==> src/design/mtmf_pkg.sv <==
// Package for the multichannel trimmed-mean filter.
// Holds shared widths, action codes and the controller/datapath command and status structs.
// No dependencies.
`timescale 1ns / 1ps

package mtmf_pkg;

  localparam int MTMF_CHANNELS_DEF = 4;
  localparam int MTMF_WINDOW_DEF   = 8;

  localparam int VAL_W     = 24;
  localparam int VAL_MAX   = 8388607;
  localparam int VAL_MIN   = -8388608;
  localparam int CHAN_W    = 2;
  localparam int ACT_W     = 2;
  localparam int IN_USER_W  = ACT_W + CHAN_W + 1;
  localparam int OUT_USER_W = CHAN_W + 2;

  typedef enum logic [ACT_W-1:0] {
    ACT_PUSH      = 2'd0,
    ACT_NOT_READY = 2'd1,
    ACT_CLEAR     = 2'd2,
    ACT_NONE      = 2'd3
  } action_t;

  typedef struct packed {
    logic latch;
    logic apply;
    logic write;
    logic rd_step;
    logic prep;
    logic div_step;
    logic store;
    logic emit;
  } mtmf_cmd_t;

  typedef struct packed {
    logic push_ok;
    logic rd_done;
    logic div_done;
    logic out_free;
  } mtmf_stat_t;

endpackage

==> src/design/mtmf_ram.sv <==
// Generic simple dual-port RAM with one write port and one registered read port.
// Depends on nothing.
`timescale 1ns / 1ps

module mtmf_ram #(
  parameter int WIDTH = 24,
  parameter int DEPTH = 32,
  localparam int AW = (DEPTH > 1) ? $clog2(DEPTH) : 1
) (
  input  logic             clk,
  input  logic             we,
  input  logic [AW-1:0]    waddr,
  input  logic [WIDTH-1:0] wdata,
  input  logic             re,
  input  logic [AW-1:0]    raddr,
  output logic [WIDTH-1:0] rdata
);

  logic [WIDTH-1:0] mem [DEPTH];

  always_ff @(posedge clk) begin
    if (we) begin
      mem[waddr] <= wdata;
    end
    if (re) begin
      rdata <= mem[raddr];
    end
  end

endmodule

==> src/design/mtmf_ctrl.sv <==
// Controller state machine of the trimmed-mean filter.
// Depends on mtmf_pkg; drives the datapath by command struct and reads its status struct.
`timescale 1ns / 1ps

module mtmf_ctrl
  import mtmf_pkg::*;
(
  input  logic       clk,
  input  logic       rst_n,
  input  logic       in_tvalid,
  output logic       in_tready,
  input  mtmf_stat_t stat,
  output mtmf_cmd_t  cmd
);

  typedef enum logic [7:0] {
    S_IDLE   = 8'b0000_0001,
    S_DECODE = 8'b0000_0010,
    S_WRITE  = 8'b0000_0100,
    S_READ   = 8'b0000_1000,
    S_PREP   = 8'b0001_0000,
    S_DIV    = 8'b0010_0000,
    S_STORE  = 8'b0100_0000,
    S_RESULT = 8'b1000_0000
  } state_t;

  state_t state_r, state_nxt;

  always_ff @(posedge clk) begin
    if (!rst_n) begin
      state_r <= S_IDLE;
    end else begin
      state_r <= state_nxt;
    end
  end

  always_comb begin
    state_nxt = state_r;
    cmd       = '0;
    in_tready = 1'b0;
    case (state_r)
      S_IDLE: begin
        in_tready = 1'b1;
        if (in_tvalid) begin
          cmd.latch = 1'b1;
          state_nxt = S_DECODE;
        end
      end
      S_DECODE: begin
        if (stat.push_ok) begin
          state_nxt = S_WRITE;
        end else begin
          cmd.apply = 1'b1;
          state_nxt = S_RESULT;
        end
      end
      S_WRITE: begin
        cmd.write = 1'b1;
        state_nxt = S_READ;
      end
      S_READ: begin
        cmd.rd_step = 1'b1;
        if (stat.rd_done) begin
          state_nxt = S_PREP;
        end
      end
      S_PREP: begin
        cmd.prep  = 1'b1;
        state_nxt = S_DIV;
      end
      S_DIV: begin
        if (stat.div_done) begin
          state_nxt = S_STORE;
        end else begin
          cmd.div_step = 1'b1;
        end
      end
      S_STORE: begin
        cmd.store = 1'b1;
        state_nxt = S_RESULT;
      end
      S_RESULT: begin
        if (stat.out_free) begin
          cmd.emit  = 1'b1;
          state_nxt = S_IDLE;
        end
      end
      default: begin
        state_nxt = S_IDLE;
      end
    endcase
  end

endmodule

==> src/design/mtmf_datapath.sv <==
// Datapath of the trimmed-mean filter: per-channel state, window RAM, window walk,
// restoring divider and output register. Depends on mtmf_pkg and mtmf_ram.
`timescale 1ns / 1ps

module mtmf_datapath
  import mtmf_pkg::*;
#(
  parameter int CHANNELS = MTMF_CHANNELS_DEF,
  parameter int WINDOW   = MTMF_WINDOW_DEF
) (
  input  logic                  clk,
  input  logic                  rst_n,
  input  logic [IN_USER_W-1:0]  in_tuser,
  input  logic [VAL_W-1:0]      in_tdata,
  output logic                  out_tvalid,
  input  logic                  out_tready,
  output logic [OUT_USER_W-1:0] out_tuser,
  output logic [VAL_W-1:0]      out_tdata,
  input  mtmf_cmd_t             cmd,
  output mtmf_stat_t            stat
);

  localparam int CH_W  = (CHANNELS > 1) ? $clog2(CHANNELS) : 1;
  localparam int PW    = (WINDOW > 1) ? $clog2(WINDOW) : 1;
  localparam int CW    = $clog2(WINDOW + 1);
  localparam int DEPTH = CHANNELS * WINDOW;
  localparam int AW    = (DEPTH > 1) ? $clog2(DEPTH) : 1;
  localparam int SUM_W = VAL_W + CW;
  localparam int DCW   = $clog2(SUM_W + 1);
  localparam logic signed [SUM_W:0] Q_MAX = (SUM_W + 1)'(VAL_MAX);
  localparam logic signed [SUM_W:0] Q_MIN = (SUM_W + 1)'(VAL_MIN);

  // Latched input word.
  action_t           act_r;
  logic [CHAN_W-1:0] chan_r;
  logic              rdy_r;
  logic [VAL_W-1:0]  samp_r;

  // Per-channel state.
  logic [PW-1:0]    pos_r  [CHANNELS];
  logic [CW-1:0]    fill_r [CHANNELS];
  logic [VAL_W-1:0] filt_r [CHANNELS];
  logic [CHANNELS-1:0] vld_r;

  // Window walk and divider.
  logic [CW-1:0]              rd_cnt_r;
  logic signed [SUM_W-1:0]    sum_r;
  logic signed [VAL_W-1:0]    lo_r, hi_r;
  logic                       neg_r;
  logic [SUM_W-1:0]           dq_r;
  logic [CW:0]                rem_r;
  logic [CW-1:0]              dvs_r;
  logic [DCW-1:0]             div_cnt_r;

  logic                  out_valid_r;
  logic [OUT_USER_W-1:0] out_user_r;
  logic [VAL_W-1:0]      out_data_r;

  logic [4:0]          ch_ext;
  logic [CH_W-1:0]     ch_idx;
  logic                ch_ok;
  logic [CW-1:0]       n_cur;
  logic [PW-1:0]       pos_cur;
  logic [AW-1:0]       base;
  logic                ram_re;
  logic [VAL_W-1:0]    ram_rdata;
  logic signed [VAL_W-1:0] rd_val;
  logic                trim;
  logic signed [SUM_W-1:0] num;
  logic [CW:0]         rem_sh;
  logic                q_bit;
  logic signed [SUM_W:0] q_mag, qs;
  logic [VAL_W-1:0]    q_sat;
  logic                fv;

  assign ch_ext  = {3'b000, chan_r};
  assign ch_idx  = ch_ext[CH_W-1:0];
  assign ch_ok   = ch_ext < 5'(CHANNELS);
  assign n_cur   = fill_r[ch_idx];
  assign pos_cur = pos_r[ch_idx];
  assign base    = AW'(ch_idx * WINDOW);
  assign ram_re  = cmd.rd_step && (rd_cnt_r < n_cur);
  assign rd_val  = signed'(ram_rdata);
  assign trim    = 32'(n_cur) > 32'd2;
  assign num     = trim ? (sum_r - SUM_W'(lo_r) - SUM_W'(hi_r)) : sum_r;
  assign rem_sh  = {rem_r[CW-1:0], dq_r[SUM_W-1]};
  assign q_bit   = rem_sh >= {1'b0, dvs_r};
  assign q_mag   = signed'({1'b0, dq_r});
  assign qs      = neg_r ? -q_mag : q_mag;
  assign q_sat   = (qs > Q_MAX) ? VAL_W'(Q_MAX) : (qs < Q_MIN) ? VAL_W'(Q_MIN) : qs[VAL_W-1:0];
  assign fv      = ch_ok && vld_r[ch_idx];

  assign stat.push_ok  = ch_ok && (act_r == ACT_PUSH) && rdy_r;
  assign stat.rd_done  = rd_cnt_r == n_cur;
  assign stat.div_done = div_cnt_r == '0;
  assign stat.out_free = !out_valid_r || out_tready;

  mtmf_ram #(
    .WIDTH(VAL_W),
    .DEPTH(DEPTH)
  ) u_ram (
    .clk  (clk),
    .we   (cmd.write),
    .waddr(base + AW'(pos_cur)),
    .wdata(samp_r),
    .re   (ram_re),
    .raddr(base + AW'(rd_cnt_r[PW-1:0])),
    .rdata(ram_rdata)
  );

  always_ff @(posedge clk) begin
    if (!rst_n) begin
      vld_r       <= '0;
      out_valid_r <= 1'b0;
      for (int i = 0; i < CHANNELS; i++) begin
        pos_r[i]  <= '0;
        fill_r[i] <= '0;
        filt_r[i] <= '0;
      end
    end else begin
      if (cmd.apply) begin
        if (act_r == ACT_CLEAR) begin
          vld_r <= '0;
          for (int i = 0; i < CHANNELS; i++) begin
            pos_r[i]  <= '0;
            fill_r[i] <= '0;
            filt_r[i] <= '0;
          end
        end else if (ch_ok && ((act_r == ACT_NOT_READY) || (act_r == ACT_PUSH))) begin
          vld_r[ch_idx]  <= 1'b0;
          filt_r[ch_idx] <= '0;
        end
      end
      if (cmd.write) begin
        pos_r[ch_idx] <= (32'(pos_cur) == WINDOW - 1) ? '0 : pos_cur + 1'b1;
        if (32'(n_cur) < WINDOW) begin
          fill_r[ch_idx] <= n_cur + 1'b1;
        end
      end
      if (cmd.store) begin
        filt_r[ch_idx] <= q_sat;
        vld_r[ch_idx]  <= 1'b1;
      end
      if (cmd.emit) begin
        out_valid_r <= 1'b1;
      end else if (out_tready) begin
        out_valid_r <= 1'b0;
      end
    end
  end

  always_ff @(posedge clk) begin
    if (cmd.latch) begin
      act_r  <= action_t'(in_tuser[ACT_W-1:0]);
      chan_r <= in_tuser[ACT_W+CHAN_W-1:ACT_W];
      rdy_r  <= in_tuser[IN_USER_W-1];
      samp_r <= in_tdata;
    end
    if (cmd.write) begin
      rd_cnt_r <= '0;
    end else if (cmd.rd_step && !stat.rd_done) begin
      rd_cnt_r <= rd_cnt_r + 1'b1;
    end
    if (cmd.rd_step && (rd_cnt_r != '0)) begin
      if (rd_cnt_r == CW'(1)) begin
        sum_r <= SUM_W'(rd_val);
        lo_r  <= rd_val;
        hi_r  <= rd_val;
      end else begin
        sum_r <= sum_r + SUM_W'(rd_val);
        if (rd_val < lo_r) begin
          lo_r <= rd_val;
        end
        if (rd_val > hi_r) begin
          hi_r <= rd_val;
        end
      end
    end
    if (cmd.prep) begin
      neg_r     <= num[SUM_W-1];
      dq_r      <= num[SUM_W-1] ? SUM_W'(-num) : SUM_W'(num);
      rem_r     <= '0;
      dvs_r     <= trim ? CW'(32'(n_cur) - 32'd2) : n_cur;
      div_cnt_r <= DCW'(SUM_W);
    end
    if (cmd.div_step) begin
      rem_r     <= q_bit ? (rem_sh - {1'b0, dvs_r}) : rem_sh;
      dq_r      <= {dq_r[SUM_W-2:0], q_bit};
      div_cnt_r <= div_cnt_r - 1'b1;
    end
    if (cmd.emit) begin
      out_user_r <= {&vld_r, fv, chan_r};
      out_data_r <= fv ? filt_r[ch_idx] : '0;
    end
  end

  assign out_tvalid = out_valid_r;
  assign out_tuser  = out_user_r;
  assign out_tdata  = out_data_r;

endmodule

==> src/design/multichannel_trimmed_mean_filter.sv <==
// Top level of the multichannel moving-window trimmed-mean filter.
// Depends on mtmf_pkg, mtmf_ctrl and mtmf_datapath.
`timescale 1ns / 1ps

// One input word gives exactly one output word. Words are handled one at a time:
// clear, not-ready and ignored words go from acceptance through the decode state to
// the output register; a pushed sample first walks the channel's filled entries of
// the window RAM, one entry per cycle through its single read port, and then runs
// the restoring divider, which produces one quotient bit per cycle over
// 24 + clog2(WINDOW+1) bits. The output register lets a finished result wait while
// the next input word is taken.

module multichannel_trimmed_mean_filter
  import mtmf_pkg::*;
#(
  parameter int CHANNELS = MTMF_CHANNELS_DEF,
  parameter int WINDOW   = MTMF_WINDOW_DEF
) (
  input  logic                  clk,
  input  logic                  rst_n,
  input  logic                  in_tvalid,
  output logic                  in_tready,
  // Bits from low: action[1:0], channel[3:2], sample_ready[4].
  input  logic [IN_USER_W-1:0]  in_tuser,
  // Bits from low: sample_value[23:0].
  input  logic [VAL_W-1:0]      in_tdata,
  output logic                  out_tvalid,
  input  logic                  out_tready,
  // Bits from low: out_channel[1:0], filtered_valid[2], all_ready[3].
  output logic [OUT_USER_W-1:0] out_tuser,
  // Bits from low: filtered_value[23:0].
  output logic [VAL_W-1:0]      out_tdata
);

  mtmf_cmd_t  cmd;
  mtmf_stat_t stat;

  mtmf_ctrl u_ctrl (
    .clk      (clk),
    .rst_n    (rst_n),
    .in_tvalid(in_tvalid),
    .in_tready(in_tready),
    .stat     (stat),
    .cmd      (cmd)
  );

  mtmf_datapath #(
    .CHANNELS(CHANNELS),
    .WINDOW  (WINDOW)
  ) u_dp (
    .clk       (clk),
    .rst_n     (rst_n),
    .in_tuser  (in_tuser),
    .in_tdata  (in_tdata),
    .out_tvalid(out_tvalid),
    .out_tready(out_tready),
    .out_tuser (out_tuser),
    .out_tdata (out_tdata),
    .cmd       (cmd),
    .stat      (stat)
  );

endmodule

==> config.mk <==
export PLATFORM = sky130hd
export DESIGN_NAME = multichannel_trimmed_mean_filter
export DESIGN_NICKNAME = d
export VERILOG_FILES = /design/src/design/mtmf_pkg.sv /design/src/design/mtmf_ram.sv /design/src/design/mtmf_ctrl.sv /design/src/design/mtmf_datapath.sv /design/src/design/multichannel_trimmed_mean_filter.sv
export SDC_FILE = /design/constraint.sdc
export NUM_CORES = 2
export LEC_CHECK = 0
export BUFFER_PORTS_ARGS = -buffer_cell sky130_fd_sc_hd__buf_2
export CAP_MARGIN = 30
export CORE_ASPECT_RATIO = 0.75
export CORE_MARGIN = 2
export CORE_UTILIZATION = 60
export DETAILED_ROUTE_END_ITERATION = 7
export MAX_ROUTING_LAYER = met4
export PLACE_DENSITY = 0.86
export SLEW_MARGIN = 20
export SYNTH_ARGS = -nofsm -noshare
export SYNTH_HDL_FRONTEND = slang
export SYNTH_SLANG_ARGS = --single-unit
==> constraint.sdc <==
create_clock -name clk -period 6.5 [get_ports clk]
set_input_delay 0.325 -clock clk [delete_from_list [all_inputs] [get_ports clk]]
set_output_delay 0.325 -clock clk [all_outputs]
set_load 0.1 [all_outputs]
Word-level counts from Yosys, hierarchy flattened

Memory sizes are Yosys's and may differ from the RTL's. A register that Yosys moved wholly into a read port is not among the register bits.
Index checks and enable logic that the tools add are counted.

Register bits after elaboration: 168
Memory bits (writable): 892
Input bits: 33
Output and inout port bits: 30
Logic and storage cells: 199
Memories kept: 4

Memory list:

| memory         | words | width | read ports | clocked after Yosys merged registers in | wr ports | RTL line            | source |
|---|---|---|---|---|---|---|---|
| u_dp.u_ram.mem | 32    | 24    | 1          | 1                                       | 1        | mtmf_ram.sv:19      | `logic [WIDTH-1:0] mem [DEPTH];` |
| u_dp.filt_r    | 4     | 24    | 1          | 1                                       | 4        | mtmf_datapath.sv:42 | `logic [VAL_W-1:0] filt_r [CHANNELS];` |
| u_dp.fill_r    | 4     | 4     | 1          | 1                                       | 4        | mtmf_datapath.sv:41 | `logic [CW-1:0] fill_r [CHANNELS];` |
| u_dp.pos_r     | 4     | 3     | 1          | 1                                       | 4        | mtmf_datapath.sv:40 | `logic [PW-1:0] pos_r [CHANNELS];` |

Add/sub/neg operators: 13
Magnitude comparators: 11
Equality and inequality tests: 17
Multiplexer cells: 94
Bitwise gates (word level): 16
Reduce and logical (&&, ||, !) cells: 27

Operators with widths:

| kind                                                                   | count |
|---|---|
| 24-bit 2-to-1 mux                                                      | 12 |
| 28-bit 2-to-1 mux                                                      | 5 |
| 8-bit one-hot mux with 8 select lines                                  | 1 |
| 4-bit 2-to-1 mux                                                       | 14 |
| 28-bit by 24-bit subtractor with 28-bit output                         | 2 |
| 1-bit 2-to-1 mux                                                       | 41 |
| 8-bit 2-to-1 mux                                                       | 5 |
| 29-bit by 24-bit > comparator with 1-bit output, second input constant | 1 |
| 29-bit by 24-bit < comparator with 1-bit output, second input constant | 1 |
| 29-bit 2-to-1 mux                                                      | 1 |
| 28-bit negator with 29-bit output                                      | 1 |
| 28-bit by 24-bit adder with 28-bit output                              | 1 |
| 28-bit negator                                                         | 1 |
| 24-bit > comparator                                                    | 1 |
| 24-bit < comparator                                                    | 1 |
| 24-bit OR reduction                                                    | 1 |
| 3-bit 2-to-1 mux                                                       | 6 |
| 1-bit bitwise OR                                                       | 13 |
| 5-bit by 3-bit adder with 5-bit output                                 | 2 |
| 2-bit 2-to-1 mux                                                       | 5 |
| 5-bit 2-to-1 mux                                                       | 2 |
| 4-bit by 1-bit adder with 4-bit output, second input constant          | 2 |
| 8-bit by 1-bit equality test with 1-bit output, second input constant  | 1 |
| 8-bit by 2-bit equality test with 1-bit output, second input constant  | 1 |
| other kinds (39)                                                       | 57 |

Depth between registers and ports, before layout

Word-level depth: 12
Mapped depth: 22
Depth with buffers taken out: 18

Hierarchy

A second synthesis with hierarchy kept.

Cell total of the unflattened synthesis: 3480
Area, all modules: 50199.4 um2

By module, submodules not included:

| module        | instances | cells each | area an instance (um2) | seq. area each (um2) |
|---|---|---|---|---|
| mtmf_ram      | 1         | 1711       | 30723.2                | 23782.8 |
| mtmf_datapath | 1         | 1715       | 19003.2                | 9198.8 |
| mtmf_ctrl     | 1         | 54         | 473.0                  | 160.2 |

Worst setup path after synthesis

No wires, ideal clock.

Kind: reg2reg
Start point: reg (tool-made name)
End point: reg u_dp.dq_r[22] (data pin)
Setup time: 0.271 ns
Arrival: 4.253 ns
Required time: 6.229 ns
Setup slack: 1.977 ns
Stages on the path, launching flop included: 21
Path buffers: 4
Period minus slack after synthesis: 4.523 ns
Path through: dfxtp_1 > buf_6 > mux4_2 > ha_1 > inv_1 > nor2_1 > a21oi_1 > clkbuf_1 > buf_1 > clkbuf_1 > nand2_1 > o21ai_0 > ha_1 > nand2b_1 > o41ai_2 > nand3_1 > nor4b_4 > and2_4 > a22o_1 > xnor2_1 > a21oi_1

RTL lines:

| item                   | RTL line             | source |
|---|---|---|
| end signal: assignment | mtmf_datapath.sv:181 | `dq_r <= num[SUM_W-1] ? SUM_W'(-num) : SUM_W'(num);` |
| end signal: assignment | mtmf_datapath.sv:188 | `dq_r <= {dq_r[SUM_W-2:0], q_bit};` |
| end: declaration       | mtmf_datapath.sv:50  | `logic [SUM_W-1:0] dq_r;` |

==> flow_metrics.tcl <==
set metrics [dict create \
    nets 3343 \
    wl_um 136000 \
    grt_use_total_pct 33.0 \
    synth-seq-cells 1110 \
    clkPwrFrac_pct 39.4 \
    setup_violations 0 \
    synth_edf_count 1091 \
    clockBufferDepth 3 \
    grt_overflow_total 0 \
    syn_area_sq_um 49300 \
    min_from "rst_n" \
    area.growth.synth_to_final_pct 11.3 \
    gp_congestion 0.943 \
    multi_input_area_sq_um 15400 \
    hpwlAfterDp_um 74200 \
    drtIter0Drc 4382 \
    cts_made_buffers 99 \
    die_h_um 252 \
    dieArea_sq_um 84600 \
    yosysSeqAreaShare_pct 67.2 \
    p_per_area_nw_per_um2 274 \
    rsz0062_at_grt "false" \
    hold_path_depth 2 \
    fill_cells 4974 \
    cts-root-buf "clkbuf_16" \
    final_max_slew_viol_count 0 \
    placement.io_buffers 62 \
    final_design_area_no_fill_sq_um 54900 \
    relSlewSlack_pct 35.9 \
    num_vias 30300 \
    synth.distinct_cells 84 \
    grt_pass1_wl_um 196000 \
    status "finished, final reports clean" \
    synth_flop_cell "edfxtp_1" \
    net-switching-power_mw 3.54 \
    endpoint_kind "flip-flop" \
    pwr-share-seq_pct 54.1 \
    hp-class "in2reg" \
    syn_area_per_cell_sq_um 16.4 \
    syn_inst 3018 \
    swShare_pct 23.6 \
    hold_viol 0 \
    clock_sinks 1110 \
    internal_power_mw 11.5 \
    async_flop_share_pct 0 \
    clk_pin_slew_ps 70 \
    area.sequential_sq_um 33200 \
    placed_cell_area_sq_um 51000 \
    whs_endpoint "u_ctrl.state_r[3]" \
    cts_tree "yes" \
    grt_pass1_vias 29700 \
    num_rows 91 \
    vdd_drop_max_mv 0.447 \
    p_leak_nw 18.2 \
    ios 63 \
    cts-htree-levels 3 \
    rr_endpoint "u_dp.dq_r[24]" \
    critPathMaxFanout 39 \
    yosys_warnings 0 \
    rr_worst_depth 17 \
    design_power_total_mw 15.0 \
    arrival_ps 5300 \
    postSynthNetCount 3207 \
    timing.final.crit_share_pct 74.8 \
    drive_gt1_share_pct 19.2 \
    drt-pass1-iter-count 6 \
    period_minus_slack_ps 4860 \
    max_freq_mhz 206 \
    synth_most_common_cell "edfxtp_1" \
    fin_setup_tns_ps 0 \
    cp.required_ps 6940 \
    core-area_sq_um 81900 \
    initial_core_util_pct 60.3 \
    synth_commonest_cells "edfxtp_1, mux4_2, o21ai_0" \
    tightest_slew_ps 962 \
    rrSetupSlack_ps 1640 \
    yosysTopAreaCellShare_pct 66.4 \
    combPwrFrac_pct 6.5 \
    cp-start-kind "flip-flop" \
    ant_nets 0 \
    skew_ps 104 \
    die_w_um 335 \
    wl_per_cell_um 31.5 \
    drc_errors 0 \
    antenna_found_initial 3 \
    viasPerCell 7.03 \
    synthTopCellsByArea "edfxtp_1, mux4_2, ha_1" \
    critical_path_class "reg2reg" \
    yosysTopAreaCell "edfxtp_1" \
    worstSkewPairLatency_ps 750 \
    postCtsSetupRepairBufs 0 \
    max_cap_violations 0 \
    grt_max_degree 144 \
]
[cell families (layout without fill, tap and decap cells)]
logic type / Yosys count / after routing / share of synthesized area (%)
AO/OA/AOI/OAI: 500 / 500 / 6.20
XOR/XNOR: 95 / 95 / 1.69
adder cells (fa/ha/maj): 156 / 156 / 4.40
buffers and inverters: 237 / 455 / 1.97
flip-flops: 1110 / 1110 / 67.2
multiplexers: 341 / 341 / 12.6
other: 0 / 1 / 0
AND/OR/NAND/NOR: 579 / 579 / 6.01
[layout by cell type, fill, tap and decap left out, drive strengths merged, types with 29 or more instances in the layout]
cell            n
buf           148
clkinv         51
nor2b          43
xnor2          42
fa             29
ha            127
edfxtp       1091
o22ai          51
dlygate4sd3    31
or2            29
a21oi          89
mux4          223
nor2          167
clkbuf        120
mux2i         112
nand3          32
nand2         137
a21o           34
inv            97
xor2           53
o21ai         194
nor3           30
[critical path: stages, from the launching register on]
cell and delay, ps:
dfxtp_1 620, mux4_2 650, inv_1 140, ha_1 150, inv_1 50, nor2_1 340, a21oi_4 120, buf_4 290
o21ai_0 310, ha_1 270, nand2b_1 100, o41ai_2 340, nand3_1 260, nor4b_4 320, and2_4 230, a32oi_1 130
xnor2_1 170, o21ai_0 90
[worst max path at each step]
stage / start / to / slack [ps]
CTS: flip-flop / u_dp.dq_r[24] / 1690
finish: flip-flop / u_dp.dq_r[24] / 1640
global placement: flip-flop / u_dp.dq_r[24] / 1810
floorplan: flip-flop / u_dp.dq_r[22] / 1980
detailed placement: flip-flop / u_dp.dq_r[24] / 1710
global route: flip-flop / u_dp.dq_r[20] / 1300
[final cells by class]
class,count,share of cell area [%]
clock buffers,120,4.65
well taps,1069,2.44
multi-input cells,1671,28.0
diodes,1,0.00456
flip-flops and latches,1110,60.4
clock inverters,63,1.16
repair buffers,179,2.75
inverters,93,0.636
[repair_timing]
action                    in CTS  in global routing
hold endpoints to repair      33                  0
gates resized for setup        0                  0
hold buffers                  31                  0
[metrics by stage]
stage          util (%)  cells  setup WS, ps  hold WS, ps
2_1_floorplan         -   3018          1980          424
3_3_place_gp       62.3   4067          1810          501
3_5_place_dp       62.4   4068          1710          503
4_1_cts            66.6   4282          1690        0.598
5_1_grt            67.1   4306          1300         12.3
6_report           67.1   4306          1640         27.3
[routing by layer]
layer	vias to the layer above	part of all wire, %	wire length, um	track usage (%)
met1	15200	36	49000	43.6
met3	448	12	15800	6.81
met4	0	4.9	6670	14.3
met5	-	0	0	-
met2	2442	47	64300	50.4
li1	12200	-	-	-
[state kept, by name (all words and copies together), names as in the netlist, named ones only]
name,flops
u_ctrl.state_r,8
u_dp.act_r,2
u_dp.ch_idx,2
u_dp.div_cnt_r,5
u_dp.dq_r,28
u_dp.dvs_r,4
u_dp.fill_r,16
u_dp.filt_r,96
u_dp.hi_r,24
u_dp.lo_r,24
u_dp.neg_r,1
u_dp.out_tdata,24
u_dp.out_tuser,4
u_dp.out_tvalid,1
u_dp.pos_r,12
u_dp.rd_cnt_r,4
u_dp.rdy_r,1
u_dp.rem_r,4
u_dp.samp_r,24
u_dp.sum_r,28
u_dp.u_ram.mem,768
u_dp.u_ram.rdata,24
u_dp.vld_r,4
[power groups by stage]
stage / registers (mW) / logic [mW] / clock network (mW)
floorplan: 8.31 / 0.532 / 0
global placement: 8.36 / 0.765 / 0
detailed placement: 8.39 / 0.790 / 0
CTS: 8.24 / 0.815 / 5.92
global route: 8.15 / 1.04 / 6.18
finish: 8.14 / 0.982 / 5.92
No activity file was read; power rests on OpenSTA's default activity.
